**config.mk**
```make
export PLATFORM = sky130hd
export DESIGN_NAME = frame_diff_bounding_box
export DESIGN_NICKNAME = d
export VERILOG_FILES = /design/src/rtl/fdbb_pkg.sv /design/src/rtl/fdbb_lane.sv /design/src/rtl/fdbb_merge.sv /design/src/rtl/fdbb_accum.sv /design/src/rtl/frame_diff_bounding_box.sv
export SDC_FILE = /design/constraint.sdc
export NUM_CORES = 1
export LEC_CHECK = 0
export BUFFER_PORTS_ARGS = -buffer_cell sky130_fd_sc_hd__buf_2
export CAP_MARGIN = 5
export CORE_ASPECT_RATIO = 1.75
export CORE_MARGIN = 2
export CORE_UTILIZATION = 35
export DETAILED_ROUTE_END_ITERATION = 10
export PLACE_DENSITY = 0.54
export RECOVER_POWER = 25
export SLEW_MARGIN = 20
export SYNTH_ARGS = -nofsm -noshare
export SYNTH_HDL_FRONTEND = slang
export SYNTH_SLANG_ARGS = --single-unit
```
**constraint.sdc**
```tcl
create_clock -name clk_i -period 14.8 [get_ports clk_i]
set_clock_uncertainty 0.05 [all_clocks]
set_input_delay 0.74 -clock clk_i [delete_from_list [all_inputs] [get_ports clk_i]]
set_output_delay 0.74 -clock clk_i [all_outputs]
set_load 0.01 [all_outputs]
```
**src/rtl/fdbb_pkg.sv**
```systemverilog
// Package for the frame difference bounding box block: widths, register
// indices, result layout and size clamping. No dependencies.
package fdbb_pkg;

  localparam int NUM_LANES   = 4;
  localparam int CH_W        = 8;
  localparam int PIX_W       = NUM_LANES * CH_W;
  localparam int CFG_W       = 13;
  localparam int TOL_W       = 8;
  localparam int CFG_IDX_W   = 3;
  localparam int COORD_W     = 13;   // holds any column or row below an 8191 limit
  localparam int BOX_XY_W    = 12;
  localparam int BOX_WH_W    = 13;
  localparam int COUNT_W     = 25;
  localparam int IN_TDATA_W  = 2 * PIX_W;
  localparam int OUT_TDATA_W = 112;

  localparam int DEF_MAX_WIDTH  = 4096;
  localparam int DEF_MAX_HEIGHT = 4096;

  // Configuration register indices
  localparam logic [CFG_IDX_W-1:0] REG_BEFORE_WIDTH  = 3'd0;
  localparam logic [CFG_IDX_W-1:0] REG_BEFORE_HEIGHT = 3'd1;
  localparam logic [CFG_IDX_W-1:0] REG_AFTER_WIDTH   = 3'd2;
  localparam logic [CFG_IDX_W-1:0] REG_AFTER_HEIGHT  = 3'd3;
  localparam logic [CFG_IDX_W-1:0] REG_TOLERANCE     = 3'd4;

  // Position tag travelling with a pixel pair
  typedef struct packed {
    logic [COORD_W-1:0] col;
    logic [COORD_W-1:0] row;
    logic               last;
    logic               same;
  } pos_t;

  // Result layout on m_axis_tdata, last field in the lowest bits
  typedef struct packed {
    logic [1:0]          pad;
    logic [BOX_WH_W-1:0] box_height;
    logic [BOX_WH_W-1:0] box_width;
    logic [BOX_XY_W-1:0] box_y;
    logic [BOX_XY_W-1:0] box_x;
    logic [CH_W-1:0]     peak_delta;
    logic [COUNT_W-1:0]  frame_area;
    logic [COUNT_W-1:0]  diff_count;
    logic                comparable;
    logic                changed;
  } res_t;

  // Zero acts as one, anything above the limit acts as the limit
  function automatic logic [CFG_W-1:0] clamp_size(input logic [CFG_W-1:0] v,
                                                  input logic [CFG_W+1:0] maxv);
    logic [CFG_W-1:0] r;
    if (v == '0) begin
      r = CFG_W'(1);
    end else if ({2'b00, v} > maxv) begin
      r = maxv[CFG_W-1:0];
    end else begin
      r = v;
    end
    return r;
  endfunction

endpackage

```
**src/rtl/fdbb_lane.sv**
```systemverilog
// One channel lane: absolute difference of two 8-bit samples and the
// tolerance compare. Depends on fdbb_pkg.
module fdbb_lane (
  input  logic [fdbb_pkg::CH_W-1:0]  a_i,
  input  logic [fdbb_pkg::CH_W-1:0]  b_i,
  input  logic [fdbb_pkg::TOL_W-1:0] tol_i,
  output logic [fdbb_pkg::CH_W-1:0]  delta_o,
  output logic                       hit_o
);
  import fdbb_pkg::*;

  assign delta_o = (a_i >= b_i) ? (a_i - b_i) : (b_i - a_i);
  assign hit_o   = delta_o > tol_i;

endmodule

```
**src/rtl/fdbb_merge.sv**
```systemverilog
// Merges the lane results: largest channel difference and any-hit flag.
// Depends on fdbb_pkg.
module fdbb_merge (
  input  logic [fdbb_pkg::NUM_LANES-1:0][fdbb_pkg::CH_W-1:0] delta_i,
  input  logic [fdbb_pkg::NUM_LANES-1:0]                     hit_i,
  output logic [fdbb_pkg::CH_W-1:0]                          max_o,
  output logic                                               hit_o
);
  import fdbb_pkg::*;

  always_comb begin
    max_o = '0;
    for (int i = 0; i < NUM_LANES; i++) begin
      if (delta_i[i] > max_o) begin
        max_o = delta_i[i];
      end
    end
  end

  assign hit_o = |hit_i;

endmodule

```
**src/rtl/fdbb_accum.sv**
```systemverilog
// Frame accumulators: changed count, largest difference and bounding box,
// plus the end-of-frame result. Depends on fdbb_pkg.
module fdbb_accum (
  input  logic                          clk_i,
  input  logic                          rst_ni,
  input  logic                          en_i,
  input  fdbb_pkg::pos_t                pos_i,
  input  logic [fdbb_pkg::CH_W-1:0]     max_i,
  input  logic                          hit_i,
  input  logic [fdbb_pkg::COUNT_W-1:0]  total_i,
  output fdbb_pkg::res_t                res_o
);
  import fdbb_pkg::*;

  logic [COUNT_W-1:0] cnt_q,  cnt_d;
  logic [CH_W-1:0]    ld_q,   ld_d;
  logic [COORD_W-1:0] minc_q, minc_d;
  logic [COORD_W-1:0] minr_q, minr_d;
  logic [COORD_W-1:0] maxc_q, maxc_d;
  logic [COORD_W-1:0] maxr_q, maxr_d;
  logic               upd;

  // next values include the current pixel
  always_comb begin
    upd    = pos_i.same && hit_i;
    cnt_d  = upd ? cnt_q + COUNT_W'(1) : cnt_q;
    ld_d   = (pos_i.same && (max_i > ld_q)) ? max_i : ld_q;
    minc_d = (upd && (pos_i.col < minc_q)) ? pos_i.col : minc_q;
    maxc_d = (upd && (pos_i.col > maxc_q)) ? pos_i.col : maxc_q;
    minr_d = (upd && (pos_i.row < minr_q)) ? pos_i.row : minr_q;
    maxr_d = (upd && (pos_i.row > maxr_q)) ? pos_i.row : maxr_q;
  end

  always_comb begin
    res_o            = '0;
    res_o.frame_area = total_i;
    if (!pos_i.same) begin
      res_o.changed = 1'b1;
    end else begin
      res_o.comparable = 1'b1;
      res_o.changed    = cnt_d != '0;
      res_o.diff_count = cnt_d;
      res_o.peak_delta = ld_d;
      if (cnt_d != '0) begin
        res_o.box_x      = minc_d[BOX_XY_W-1:0];
        res_o.box_y      = minr_d[BOX_XY_W-1:0];
        res_o.box_width  = BOX_WH_W'(maxc_d - minc_d + COORD_W'(1));
        res_o.box_height = BOX_WH_W'(maxr_d - minr_d + COORD_W'(1));
      end
    end
  end

  always_ff @(posedge clk_i or negedge rst_ni) begin
    if (!rst_ni) begin
      cnt_q  <= '0;
      ld_q   <= '0;
      minc_q <= '1;
      minr_q <= '1;
      maxc_q <= '0;
      maxr_q <= '0;
    end else if (en_i) begin
      if (pos_i.last) begin
        cnt_q  <= '0;
        ld_q   <= '0;
        minc_q <= '1;
        minr_q <= '1;
        maxc_q <= '0;
        maxr_q <= '0;
      end else begin
        cnt_q  <= cnt_d;
        ld_q   <= ld_d;
        minc_q <= minc_d;
        minr_q <= minr_d;
        maxc_q <= maxc_d;
        maxr_q <= maxr_d;
      end
    end
  end

endmodule

```
**src/rtl/frame_diff_bounding_box.sv**
```systemverilog
// Top level of the frame difference bounding box block.
// Depends on fdbb_pkg, fdbb_lane, fdbb_merge and fdbb_accum.
//
//  port group | dir | payload                               | accepted when
//  -----------+-----+---------------------------------------+----------------------
//  s_axis     | in  | before_pixel, after_pixel (64b)       | tvalid & tready
//  m_axis     | out | frame result (112b, see res_t)        | tvalid & tready
//  cfg        | in  | register index and 13-bit write data  | cfg_we_i
//
// Throughput: one pixel-pair transaction per clock while s_axis_tready is high.
// The lane register takes the frame's last pixel at its accepting edge and
//   the result register loads from it once the lane register may advance,
//   which raises m_axis_tvalid.
// s_axis_tready drops only while a frame's last pixel sits in the lane
//   register and the previous result has not been taken.
// Reset clears all control state; sizes reset to 1 and tolerance to 0.
// The frame area is registered from the size registers.
module frame_diff_bounding_box #(
  parameter int MAX_WIDTH  = fdbb_pkg::DEF_MAX_WIDTH,
  parameter int MAX_HEIGHT = fdbb_pkg::DEF_MAX_HEIGHT
) (
  input  logic                              clk_i,
  input  logic                              rst_ni,
  // slave side: [31:0] before_pixel, [63:32] after_pixel
  input  logic                              s_axis_tvalid,
  output logic                              s_axis_tready,
  input  logic [fdbb_pkg::IN_TDATA_W-1:0]   s_axis_tdata,
  // master side: changed, comparable, diff_count, frame_area,
  // peak_delta, box_x, box_y, box_width, box_height, 2 zero bits
  output logic                              m_axis_tvalid,
  input  logic                              m_axis_tready,
  output logic [fdbb_pkg::OUT_TDATA_W-1:0]  m_axis_tdata,
  // configuration write port
  input  logic                              cfg_we_i,
  input  logic [fdbb_pkg::CFG_IDX_W-1:0]    cfg_index_i,
  input  logic [fdbb_pkg::CFG_W-1:0]        cfg_data_i
);
  import fdbb_pkg::*;

  localparam logic [CFG_W+1:0] MaxW = (CFG_W+2)'(MAX_WIDTH);
  localparam logic [CFG_W+1:0] MaxH = (CFG_W+2)'(MAX_HEIGHT);

  // ---- configuration: effective (clamped) sizes ----
  logic [CFG_W-1:0]   bw_q, bh_q, aw_q, ah_q;
  logic [TOL_W-1:0]   tol_q;
  logic [COUNT_W-1:0] total_q;
  logic               same;

  always_ff @(posedge clk_i or negedge rst_ni) begin
    if (!rst_ni) begin
      bw_q  <= CFG_W'(1);
      bh_q  <= CFG_W'(1);
      aw_q  <= CFG_W'(1);
      ah_q  <= CFG_W'(1);
      tol_q <= '0;
    end else if (cfg_we_i) begin
      unique case (cfg_index_i)
        REG_BEFORE_WIDTH:  bw_q  <= clamp_size(cfg_data_i, MaxW);
        REG_BEFORE_HEIGHT: bh_q  <= clamp_size(cfg_data_i, MaxH);
        REG_AFTER_WIDTH:   aw_q  <= clamp_size(cfg_data_i, MaxW);
        REG_AFTER_HEIGHT:  ah_q  <= clamp_size(cfg_data_i, MaxH);
        REG_TOLERANCE:     tol_q <= cfg_data_i[TOL_W-1:0];
        default: ;
      endcase
    end
  end

  // frame size product, one multiplier between registers
  always_ff @(posedge clk_i or negedge rst_ni) begin
    if (!rst_ni) begin
      total_q <= COUNT_W'(1);
    end else begin
      total_q <= COUNT_W'(bw_q) * COUNT_W'(bh_q);
    end
  end

  assign same = (bw_q == aw_q) && (bh_q == ah_q);

  // ---- raster position, advanced on every accepted transaction ----
  logic [COORD_W-1:0] col_q, col_d, row_q, row_d;
  logic               last_col, last_row, s_acc;

  assign s_acc    = s_axis_tvalid && s_axis_tready;
  assign last_col = ({1'b0, col_q} + (COORD_W+1)'(1)) >= {1'b0, bw_q};
  assign last_row = ({1'b0, row_q} + (COORD_W+1)'(1)) >= {1'b0, bh_q};

  always_comb begin
    col_d = col_q;
    row_d = row_q;
    if (last_col && last_row) begin
      col_d = '0;
      row_d = '0;
    end else if (last_col) begin
      col_d = '0;
      row_d = row_q + COORD_W'(1);
    end else begin
      col_d = col_q + COORD_W'(1);
    end
  end

  always_ff @(posedge clk_i or negedge rst_ni) begin
    if (!rst_ni) begin
      col_q <= '0;
      row_q <= '0;
    end else if (s_acc) begin
      col_q <= col_d;
      row_q <= row_d;
    end
  end

  // ---- channel lanes ----
  logic [NUM_LANES-1:0][CH_W-1:0] lane_delta;
  logic [NUM_LANES-1:0]           lane_hit;

  for (genvar g = 0; g < NUM_LANES; g++) begin : g_lane
    fdbb_lane u_lane (
      .a_i     (s_axis_tdata[g*CH_W +: CH_W]),
      .b_i     (s_axis_tdata[PIX_W + g*CH_W +: CH_W]),
      .tol_i   (tol_q),
      .delta_o (lane_delta[g]),
      .hit_o   (lane_hit[g])
    );
  end

  // ---- lane register ----
  logic                           s1_valid_q;
  logic [NUM_LANES-1:0][CH_W-1:0] s1_delta_q;
  logic [NUM_LANES-1:0]           s1_hit_q;
  pos_t                           s1_pos_q;
  logic                           s1_adv, s1_fire;
  logic                           out_valid_q;
  res_t                           out_q;

  // a last pixel may not overwrite a result still waiting downstream
  assign s1_adv        = !(s1_pos_q.last && out_valid_q && !m_axis_tready);
  assign s1_fire       = s1_valid_q && s1_adv;
  assign s_axis_tready = !s1_valid_q || s1_adv;

  always_ff @(posedge clk_i or negedge rst_ni) begin
    if (!rst_ni) begin
      s1_valid_q <= 1'b0;
    end else if (s_acc) begin
      s1_valid_q <= 1'b1;
    end else if (s1_adv) begin
      s1_valid_q <= 1'b0;
    end
  end

  always_ff @(posedge clk_i) begin
    if (s_acc) begin
      s1_delta_q    <= lane_delta;
      s1_hit_q      <= lane_hit;
      s1_pos_q.col  <= col_q;
      s1_pos_q.row  <= row_q;
      s1_pos_q.last <= last_col && last_row;
      s1_pos_q.same <= same;
    end
  end

  // ---- merge and accumulate ----
  logic [CH_W-1:0] mrg_max;
  logic            mrg_hit;
  res_t            res;

  fdbb_merge u_merge (
    .delta_i (s1_delta_q),
    .hit_i   (s1_hit_q),
    .max_o   (mrg_max),
    .hit_o   (mrg_hit)
  );

  fdbb_accum u_accum (
    .clk_i   (clk_i),
    .rst_ni  (rst_ni),
    .en_i    (s1_fire),
    .pos_i   (s1_pos_q),
    .max_i   (mrg_max),
    .hit_i   (mrg_hit),
    .total_i (total_q),
    .res_o   (res)
  );

  // ---- result register ----
  always_ff @(posedge clk_i or negedge rst_ni) begin
    if (!rst_ni) begin
      out_valid_q <= 1'b0;
    end else if (s1_fire && s1_pos_q.last) begin
      out_valid_q <= 1'b1;
    end else if (m_axis_tready) begin
      out_valid_q <= 1'b0;
    end
  end

  always_ff @(posedge clk_i) begin
    if (s1_fire && s1_pos_q.last) begin
      out_q <= res;
    end
  end

  assign m_axis_tvalid = out_valid_q;
  assign m_axis_tdata  = out_q;

endmodule

```
; Yosys cells after proc, flatten, opt, wreduce, memory -nomap -nowiden
; Cells that the tools add are included.
[word_totals]
ff_bits = 372
latch_bits = 0
mem_bits_rw = 0
mem_bits_ro = 0
inputBits = 85
output_inout_bits = 114
elab_cells = 140
n_memories = 0
[classes]
addsub = 17
multipliers = 1
div = 0
n_lt_le_gt_ge = 20
eq_ne = 7
n_shift = 0
n_mux = 31
bitwise = 0
n_reduce_logical = 30
[ops]
columns = cell, n
row1 = two-way mux 13 bit, 14
row2 = two-way mux 8 bit, 10
row3 = greater-than comparator 8 bit, 8
row4 = subtractor 8 bit, 8
row5 = "adder 13 x 1 -> 13 bit, second input constant", 4
row6 = two-way mux 25 bit, 2
row7 = greater-or-equal comparator 8 bit, 4
row8 = "adder 13 x 1 -> 14 bit, second input constant", 2
row9 = greater-or-equal comparator 14 x 13 -> 1 bit, 2
row10 = == test 13 bit, 2
row11 = greater-than comparator 13 bit, 2
row12 = less-than comparator 13 bit, 2
row13 = subtractor 13 bit, 2
row14 = "adder 25 x 1 -> 25 bit, second input constant", 1
row15 = multiplier 13 x 13 -> 25 bit, 1
row16 = nonzero test 25 bit, 1
row17 = AND reduction 2 bit, 7
row18 = "greater-than comparator 13 bit, second input constant", 1
row19 = logical AND 1 bit, 13
row20 = zero test 13 bit, 1
row21 = "greater-than comparator 8 x 1 -> 1 bit, second input constant", 1
row22 = "== test 3 x 2 -> 1 bit, second input constant", 2
row23 = two-way mux 1 bit, 5
row24 = nonzero test 2 bit, 2
row25 = other kinds (7), 9

; Longest topological paths before layout
; Gate-level depths: netlist (run 1).
[logic_depth]
word_depth = 12
mapped_depth = 38
ltp_nobuf = 35

; Modules after synthesis
; A second synthesis (run 1) with hierarchy kept.
[unflattened]
cells_unflattened = 3071
hier_area_um2 = 29335.6
[modules_own_cells]
columns = mod, instances, cells_per_inst, area_each_um2, seq_area_each_um2
row1 = frame_diff_bounding_box, 1, 1404, 16305.6, 8119.0
row2 = fdbb_accum, 1, 1081, 8536.9, 2159.6
row3 = fdbb_lane (g_lane[1].u_lane ...), 3, 117, 892.1, 0.0
row4 = fdbb_merge, 1, 124, 964.7, 0.0
row5 = fdbb_lane (g_lane[0].u_lane), 1, 111, 852.1, 0.0

; Least setup slack after synthesis (run 1)
; OpenSTA, ideal clock, no wires.
[synth_path]
kind = register to register
start = register s1_delta_q[9] in the netlist's numbering
end = register out_q (netlist bit m_axis_tdata[57]), data pin
setup_time_ns = 0.152
arrival_time_ns = 6.589
t_required_ns = 14.598
path_slack_ns = 8.009
stages_incl_launch_ff = 36
path_buffers = 4
synth_period_minus_slack_ns = 6.791
cell_sequence = edfxtp_1 -> ha_1 -> nor2b_1 -> o21a_1 -> o21a_1 -> o21ai_0 -> a21oi_1 -> mux2i_1 -> ha_1 -> nor2b_1 -> o21a_1 -> o21a_1 -> o21ai_0 -> nand3b_1 -> nand2_1 -> clkbuf_1 -> o21ai_0 -> ha_1 -> nor2b_1 -> o21a_1 -> o21ai_0 -> a21oi_1 -> o22a_1 -> clkbuf_1 -> clkbuf_1 -> nand2_1 -> and2_1 -> ha_1 -> nor2b_1 -> o21a_1 -> o21a_1 -> o21bai_1 -> a21oi_1 -> clkbuf_1 -> o21ai_0 -> a31oi_1
[synth_via]
elab_chain_len = 9
[synth_rtl]
columns = element, line_no
row1 = start: declaration, frame_diff_bounding_box.sv:127  ; logic [NUM_LANES-1:0][CH_W-1:0] s1_delta_q;
row2 = start signal: assignment, frame_diff_bounding_box.sv:151  ; s1_delta_q <= lane_delta;
row3 = greater-than comparator 8 bit, fdbb_merge.sv:14  ; if (delta_i[i] > max_o) begin
row4 = two-way mux 8 bit *, fdbb_merge.sv:14
row5 = greater-than comparator 8 bit, fdbb_merge.sv:14
row6 = two-way mux 8 bit *, fdbb_merge.sv:14
row7 = greater-than comparator 8 bit, fdbb_merge.sv:14
row8 = two-way mux 8 bit *, fdbb_merge.sv:14
row9 = greater-than comparator 8 bit, fdbb_accum.sv:27  ; ld_d = (pos_i.same && (max_i > ld_q)) ? max_i : ld_q;
row10 = logical AND 1 bit, fdbb_accum.sv:27
row11 = two-way mux 8 bit *, fdbb_accum.sv:27
row12 = end signal: assignment, frame_diff_bounding_box.sv:196  ; out_q <= res;
row13 = end: declaration, frame_diff_bounding_box.sv:132  ; res_t out_q;
; Every way passes the cells marked *; elsewhere a longest branch is shown, timed or not.
; A chain may end at the register's enable or synchronous reset.

; Worst setup path in the final report (run 1)
[layout_path]
start = register s1_delta_q[9] in the netlist's numbering
end = register u_accum.ld_q[5]
[layout_via]
elab_chain_len = 10
[layout_rtl]
columns = element, line_no
row1 = greater-than comparator 8 bit, fdbb_merge.sv:14
row2 = two-way mux 8 bit *, fdbb_merge.sv:14
row3 = greater-than comparator 8 bit, fdbb_merge.sv:14
row4 = two-way mux 8 bit *, fdbb_merge.sv:14
row5 = greater-than comparator 8 bit, fdbb_merge.sv:14
row6 = two-way mux 8 bit *, fdbb_merge.sv:14
row7 = greater-than comparator 8 bit, fdbb_accum.sv:27
row8 = logical AND 1 bit, fdbb_accum.sv:27
row9 = two-way mux 8 bit *, fdbb_accum.sv:27
row10 = two-way mux 8 bit *, fdbb_accum.sv:62  ; if (pos_i.last) begin
row11 = end signal: assignment, fdbb_accum.sv:71  ; ld_q <= ld_d;
row12 = end: declaration, fdbb_accum.sv:16  ; logic [CH_W-1:0] ld_q, ld_d;
; Marked as above.

==> flow_summary.toml, run 1 <==
[final_layout]
fin_nets = 3560
drive_gt1_share_pct = 13.5
final_cells = 4100
area_growth_pct = 11.6
final_core_utilization_pct = 39.4
design_area_um2 = 31300

[sta]
rsz0062_at_grt = "false"
layout_min_cycle_time_ns = 8.30
tightest_slew_ns = 4.44
slew_violations = 243
finalHoldViolCount = 0
setup_violations = 0
max_freq_mhz = 121
finalSetupTns_ns = 0
slew_headroom_pct = -196
fin_crit_sh_pct = 56.1

[clock_network]
cts_setup_buffers = 0
clk_path_buf_depth = 3
htree_levels = 2
cts.sinks = 372
hold_buffers = 0
clk_latency_ns = 0.58
clockRootBuffer = "clkbuf_16"
cts.repair.resized = 0
cts_inserted_buffers = 39
clk_pin_slew_worst_paths_ns = 0.06
cts_tree = "built"

[pwr]
ir_drop_mv = 0.0800
total_power_mw = 4.33
power_leakage_nw = 14.8
power_density_nw_per_um2 = 138

[global_routing]
globalRouteOverflowTotal = 0
antenna_found_initial = 1
grt_pass1_vias = 21000
gr-usage-all-layers_pct = 17.4
grt_max_degree = 77
grt_pass1_wl_um = 113000

[critical_path]
cpPeakStageDelay_ns = 0.76
critical_path_class = "reg -> reg"
cp_data_required_time_ns = 15.24
slowest_stage = "a21oi_1"
start_kind = "flop"
crit_arrival_ns = 8.73
path_common_cell = "o21a_1"
path_max_fanout = 24
critPathBufInv = 1
end_kind = "flop"
crit_family = "compound AO/OA/AOI/OAI gates"

[floorplan]
rows = 137
die_h_um = 379
num_io_pins = 199
core_um2 = 79500
initial_utilization_pct = 35.3
die_area_um2 = 82500
chipWidth_um = 218

[routing]
drtAntennaViolNets = 0
wl_per_cell_um = 17.4
vias = 20600
drt_first_pass_iters = 5
drt_wl_total_um = 71400
vias_per_cell = 5.01
drtIter0Drc = 810
route.detailed.drc = 0

[yosys]
synth_cell_types = 86
synth_area_leader_cell = "edfxtp_1"
yosys_warnings = 0
syn_area_per_cell_um2 = 9.76
syn_inst = 2876
synth_seq_cells = 372
async_flop_share_pct = 53.2
ys.flop_type = "edfxtp_1"
yosysTopAreaCellShare_pct = 18.6
ys_seq_area_share_pct = 36.4
ys_top_cells_by_area = "edfxtp_1 19%, dfrtp_1 15%, ha_1 14%, fa_1 9.3%, inv_1 4.8%"
syn-cell-area_um2 = 28100
synth_enable_flop_cells = 174

[hold_path]
hold_path.class = "in -> reg"

[placed_design]
dpl_cell_area_um2 = 30100
dp.cells = 4029
hpwl_um = 55000
port_buffers = 196
gp_congestion = 0.870

[outcome]
status = "finished, violations left"
violations = "max-capacitance violations, max-slew violations"

[flow_run]
cap_violations = 4
==> routing by layer <==
metal / vias up / global-route usage (%) / share of wire [%]
met2: 321 / 33.3 / 54
met5: - / 0 / 0
met1: 9987 / 19.7 / 39
li1: 10100 / - / -
met3: 107 / 1.95 / 3.0
met4: 0 / 6.21 / 3.4
==> worst register-to-register path, delay by kind of cell, from the launching register on <==
family,cells,cell delay (ns)
compound gates,20,3.86
fa+ha+maj,4,1.24
buf+inv,1,0.24
flops,1,0.39
mux,1,0.47
simple gates,8,1.99
==> cell usage after synthesis (all sizes together), types with 17 or more instances <==
library cell / n
a211oi: 17
a21o: 60
a21oi: 134
a22oi: 23
a31oi: 25
and2: 47
buf: 24
clkbuf: 82
dfrtp: 167
dfstp: 31
edfxtp: 174
fa: 130
ha: 317
inv: 361
mux2: 33
mux2i: 33
nand2: 328
nand2b: 27
nand3: 49
nand4: 38
nor2: 162
nor2b: 34
nor3: 35
o21a: 17
o21ai: 217
xnor2: 69
xor2: 56
==> cells in the final DEF (no fill, tap or decap), drive strengths merged, types with 17 or more instances in the layout <==
cell type,n
edfxtp,174
buf,206
o21ai,217
a211oi,17
nor2b,34
nor3,35
inv,364
a21oi,134
fa,130
mux2i,33
a21o,60
nand4,38
nand2,328
dfstp,31
a31oi,25
nor2,162
mux2,33
dfrtp,167
a22oi,23
nand3,49
nand2b,27
o21a,17
clkbuf,61
ha,317
and2,47
xnor2,69
xor2,56
==> state kept, by name, indices dropped and copies added, names as in the netlist, 25 cells and up <==
signal	flops
s1_delta_q	32
total_q	25
m_axis_tdata	110
s1_pos_q	28
u_accum.cnt_q	25
==> path summary, 6_finish.rpt <==
path,startpoint,end,slack (ns),cells after the start
max in group asynchronous,rst_ni,u_accum.maxr_q[11],7.90,2
min,m_axis_tready,m_axis_tvalid,0.33,2
min reg2reg,total_q[7],m_axis_tdata[34],0.37,0
max reg2reg,s1_delta_q[9],u_accum.ld_q[5],6.50,34
min in group asynchronous,rst_ni,total_q[15],1.67,1
max,s1_delta_q[9],u_accum.ld_q[5],6.50,34
==> logic make-up (layout without fill, tap and decap cells) <==
logic type / after synthesis / count (layout) / share of synthesized area [%]
DFF: 372 / 372 / 36.4
AOI/OAI and AO/OA: 607 / 607 / 13.5
other: 1 / 3 / 0.0134
buffers and inverters: 469 / 649 / 6.52
muxes: 66 / 66 / 2.50
and+or+nand+nor: 788 / 788 / 13.7
xor gates and xnor gates: 126 / 126 / 3.98
adders and majority gates: 447 / 447 / 23.4
==> through the flow <==
stage	hold WS, ns	setup WS (ns)
finish	0.332	6.50
global route	0.328	5.65
CTS	0.149	6.54
detailed placement	0.354	6.57
global placement	0.353	6.69
floorplan	0.351	8.01
==> cell type report <==
| cell class | count | area (um2) |
|---|---|---|
| Clock inverter | 19 | 221 |
| Tap cell | 1042 | 1300 |
| Multi-Input combinational cell | 2036 | 16000 |
| Antenna cell | 1 | 2.50 |
| Fill cell | 8034 | 48200 |
| Clock buffer | 51 | 1090 |
| Inverter | 363 | 1370 |
| Sequential cell | 372 | 10200 |
| Timing Repair Buffer | 216 | 1110 |
==> power by group <==
group | switching, mW | total, mW | internal, mW
Sequential | 0.154 | 1.46 | 1.31
Clock | 0.439 | 1.03 | 0.592
Combinational | 1.08 | 1.83 | 0.755
(Power assumes the default switching activity.)
==> run 2, diff against run 1 <==
==> constraint.sdc (replaced) <==
create_clock -name clk_i -period 8.2 [get_ports clk_i]
set_clock_uncertainty 0.05 [all_clocks]
set_input_delay 0.41 -clock clk_i [delete_from_list [all_inputs] [get_ports clk_i]]
set_output_delay 0.41 -clock clk_i [all_outputs]
set_load 0.01 [all_outputs]
==> run 2 against run 1 <==
Against the previous run: via count is 0.58% higher; fmax is 13% higher; total power is 79% higher; core utilization hardly changed; non-clock buffer count is 2 higher; cell count hardly changed; clock power is 75% higher; critical path depth is 1 higher; register-to-register slack worse by 5.6 ns; largest power group unchanged; final area hardly changed; the flow still finishes with violations (max-capacitance violations, max-slew violations); hold slack worse by 0.27 ns; routed wire length is 0.28% lower.
==> flow_summary.toml, run 2 (synthesis gave the netlist of run 1 again) <==
[placed_design]
gp_congestion = 0.873
port_buffers = 196
dpl_cell_area_um2 = 30100
dp.cells = 4028
hpwl_um = 55500
pre_cts_slack_ns = 0.0349

[critical_path]
crit_arrival_ns = 7.75
critical_path_class = "reg -> reg"
cp_data_required_time_ns = 8.62
critPathBufInv = 1
end_kind = "flop"
crit_family = "compound AO/OA/AOI/OAI gates"
start_kind = "flop"
ff2ff_path_depth = 35
r2r-start = "s1_delta_q[9]"
slowest_stage = "a21oi_2"
path_max_fanout = 19
cpPeakStageDelay_ns = 0.51
reg2reg_slack_ns = 0.88
r2r_end = "u_accum.ld_q[5]"

[sta]
slew_headroom_pct = -264
slew_violations = 94
fin_crit_sh_pct = 89.3
finalSetupTns_ns = 0
finalHoldWorstSlack_ns = 0.0672
finalHoldViolCount = 0
max_freq_mhz = 137
rsz0062_at_grt = "false"
setup_slack_ns = 0.877
tightest_slew_ns = 5.46
setup_violations = 0
layout_min_cycle_time_ns = 7.32

[routing]
drtAntennaViolNets = 0
vias_per_cell = 5.04
route.detailed.drc = 0
wl_per_cell_um = 17.4
drtIter0Drc = 892
drt_wl_total_um = 71200
drt_first_pass_iters = 8
vias = 20700

[floorplan]
core_um2 = 79500
num_io_pins = 199
die_h_um = 379
chipWidth_um = 218
initial_utilization_pct = 35.3
rows = 137
die_area_um2 = 82500

[clock_network]
cts_inserted_buffers = 39
clk_path_buf_depth = 3
clockRootBuffer = "clkbuf_16"
clk_pin_slew_worst_paths_ns = 0.06
clk_latency_ns = 0.56
htree_levels = 2
cts_tree = "built"
cts_setup_buffers = 0
cts.sinks = 372

[global_routing]
gr-usage-all-layers_pct = 17.5
grt_max_degree = 107
antenna_found_initial = 1
grt_pass1_vias = 21200
grt_pass1_wl_um = 114000
globalRouteOverflowTotal = 0

[final_layout]
final_common_cell = "inv_1"
mostFrequentLayoutCells = "356 x inv_1, 328 x nand2_1, 317 x ha_1"
final_core_utilization_pct = 39.4
design_area_um2 = 31300
largest_reg_flops = 110
fin_nets = 3562
area_growth_pct = 11.6
final_cells = 4102
drive_gt1_share_pct = 12.3

[hold_path]
hold_start = "cfg_data_i[0]"
hold_depth = 2
hold_path.class = "in -> reg"
worstHoldEndpoint = "tol_q[0]"

[flow_run]
cap_violations = 1

[pwr]
total_power_mw = 7.76
ir_drop_mv = 0.119
power_density_nw_per_um2 = 248
power_leakage_nw = 14.7

[outcome]
violations = "max-capacitance violations, max-slew violations"
status = "finished, violations left"
-- run 2: cell count changes in the layout (fill, tap and decap cells not counted), moves of 2 or more --
cell	change
clkbuf_16	+2
bufinv_16	-3
a21oi_1	-2
buf_2	-41
dlygate4sd3_1	+3
clkinv_4	-2
clkinv_2	+2
clkbuf_1	+38
-- run 2: final cells by class --
cell class	count	area [um2]
multi-input cells	2036	16000
well taps	1042	1300
diodes	1	2.50
repair buffers	218	1100
flip-flops and latches	372	10200
clock inverters	18	133
inverters	363	1370
clock buffers	52	1140
fillers	7963	48200
-- run 2: per-layer routing --
layer	up-vias	share of wire [%]	track usage, %
li1	10200	-	-
met1	10000	38	19.4
met2	358	55	33.6
met3	121	3.2	1.99
met4	0	3.6	6.53
met5	-	0	0
-- run 2: report_power, final --
part	internal [mW]	total, mW	switching, mW
clock	1.01	1.80	0.784
combinational	1.37	3.31	1.94
sequential	2.36	2.65	0.289
total	4.75	7.76	3.01
-- run 2: how the worst max path moves through the flow --
stage	start	end	cells after the start	slack, ns
after floorplan	s1_delta_q[9]	m_axis_tdata[57]	35	1.41
after global placement	s1_delta_q[9]	u_accum.ld_q[0]	33	0.21
after detailed placement	s1_delta_q[9]	u_accum.ld_q[5]	35	0.03
after CTS	s1_delta_q[9]	u_accum.ld_q[5]	35	0.04
after global routing	s1_delta_q[9]	u_accum.ld_q[3]	35	0.13
final	s1_delta_q[9]	u_accum.ld_q[5]	35	0.88
-- run 2: repair_timing --
action	4_1_cts	5_1_grt
setup endpoints to repair	0	8
hold buffers	3	0
gates resized for setup	0	2
endpoints found under the hold margin	89	0
==> run 3, diff against run 2 <==
==> constraint.sdc (replaced) <==
create_clock -name clk_i -period 8.2 [get_ports clk_i]
set_clock_uncertainty 0.05 [all_clocks]
set_input_delay 0.82 -clock clk_i [delete_from_list [all_inputs] [get_ports clk_i]]
set_output_delay 0.82 -clock clk_i [all_outputs]
set_load 0.01 [all_outputs]
==> run 3 against run 2 <==
Against the previous run: the run still ends with max-capacitance violations, max-slew violations left; register-to-register slack gained 0.04 ns; first-iteration DRC count is 7.8% higher; core utilization about the same; clock power about the same.
==> flow_summary.toml, run 3 (synthesis gave the netlist of run 1 again) <==
[clock_network]
clk_pin_slew_worst_paths_ns = 0.07
clk_latency_ns = 0.56
cts_inserted_buffers = 39
htree_levels = 2
cts.sinks = 372
cts_tree = "built"
clockRootBuffer = "clkbuf_16"
clk_path_buf_depth = 3

[floorplan]
die_h_um = 379
chipWidth_um = 218
initial_utilization_pct = 35.3
rows = 137
die_area_um2 = 82500
num_io_pins = 199
core_um2 = 79500

[sta]
setup_violations = 0
finalHoldWorstSlack_ns = 0.359
finalHoldViolCount = 0
tightest_slew_ns = 5.43
slew_violations = 94
layout_min_cycle_time_ns = 7.28
slew_headroom_pct = -262
fin_crit_sh_pct = 88.8
max_freq_mhz = 137
rsz0062_at_grt = "false"
finalSetupTns_ns = 0

[outcome]
status = "finished, violations left"
violations = "max-capacitance violations, max-slew violations"

[global_routing]
antenna_found_initial = 1
globalRouteOverflowTotal = 0
gr-usage-all-layers_pct = 17.5
grt_pass1_wl_um = 114000
grt_pass1_vias = 21200
grt_max_degree = 107

[pwr]
power_density_nw_per_um2 = 248
power_leakage_nw = 14.8
ir_drop_mv = 0.119

[placed_design]
port_buffers = 196
hpwl_um = 55500
gp_congestion = 0.873
dp.cells = 4028
dpl_cell_area_um2 = 30100

[critical_path]
start_kind = "flop"
slowest_stage = "a21oi_2"
cp_data_required_time_ns = 8.58
crit_family = "compound AO/OA/AOI/OAI gates"
path_common_cell = "o21a_1"
critPathBufInv = 1
path_max_fanout = 19
cpPeakStageDelay_ns = 0.50
end_kind = "flop"
critical_path_class = "reg -> reg"
crit_arrival_ns = 7.66

[final_layout]
fin_nets = 3559
mostFrequentLayoutCells = "356 x inv_1, 328 x nand2_1, 317 x ha_1"
area_growth_pct = 11.7
drive_gt1_share_pct = 13.7
largest_reg_flops = 110
final_common_cell = "inv_1"
design_area_um2 = 31300
final_cells = 4099

[routing]
wl_per_cell_um = 17.3
vias = 20700
drt_first_pass_iters = 7
route.detailed.drc = 0
vias_per_cell = 5.04
drtIter0Drc = 962
drtAntennaViolNets = 0
drt_wl_total_um = 71100

[flow_run]
cap_violations = 1

[hold_path]
hold_path.class = "reg -> reg"
[run 3: changes by cell type in the layout (fill, tap and decap cells not counted), sizes merged]
cell / delta
buf: +42
dlygate4sd3: -3
clkbuf: -42
[run 3: layout make-up]
class | count | area, um2
fill | 7949 | 48200
multi-input combinational | 2036 | 16000
sequential | 372 | 10200
inverter | 363 | 1370
tap | 1042 | 1300
clock buffer | 52 | 1140
timing repair buffer | 215 | 1120
clock inverter | 18 | 133
antenna | 1 | 2.50
[run 3: final timing paths]
path | cells past startpoint | endpoint | slack (ns) | start
hold / removal | 0 | m_axis_tdata[38] | 0.36 | total_q[11]
min in group asynchronous | 1 | total_q[18] | 2.11 | rst_ni
hold reg to reg | 0 | m_axis_tdata[38] | 0.36 | total_q[11]
max in group asynchronous | 1 | u_accum.cnt_q[20] | 2.83 | rst_ni
setup / recovery | 35 | u_accum.ld_q[0] | 0.92 | s1_delta_q[9]
setup reg to reg | 35 | u_accum.ld_q[0] | 0.92 | s1_delta_q[9]
[run 3: repair_timing]
item                       in CTS  in global routing
hold buffers                    0                  0
resized for setup               0                  2
setup endpoints to repair       0                  8
buffers inserted                0                  0
[run 3: per-layer routing]
metal | part of all wire, % | global-route usage, % | routed length [um]
met1 | 38 | 19.4 | 27200
met2 | 55 | 33.6 | 39000
met3 | 3.4 | 1.99 | 2390
met4 | 3.6 | 6.53 | 2580
met5 | 0 | 0 | 0
[run 3: where the power goes]
| part | internal [mW] | total (mW) | switching (mW) |
|---|---|---|---|
| Sequential | 2.36 | 2.65 | 0.288 |
| Combinational | 1.38 | 3.32 | 1.94 |
| Clock | 1.01 | 1.80 | 0.784 |
| Total | 4.75 | 7.76 | 3.01 |
[run 3: per-stage QoR]
step	setup WS, ns	total power [mW]	util (%)
finish	0.919	7.76	39.4
CTS	0.0366	7.88	39.4
floorplan	1.41	5.10	-
global placement	0.210	5.99	37.8
detailed placement	0.0349	6.03	37.8
global route	0.134	8.44	39.4
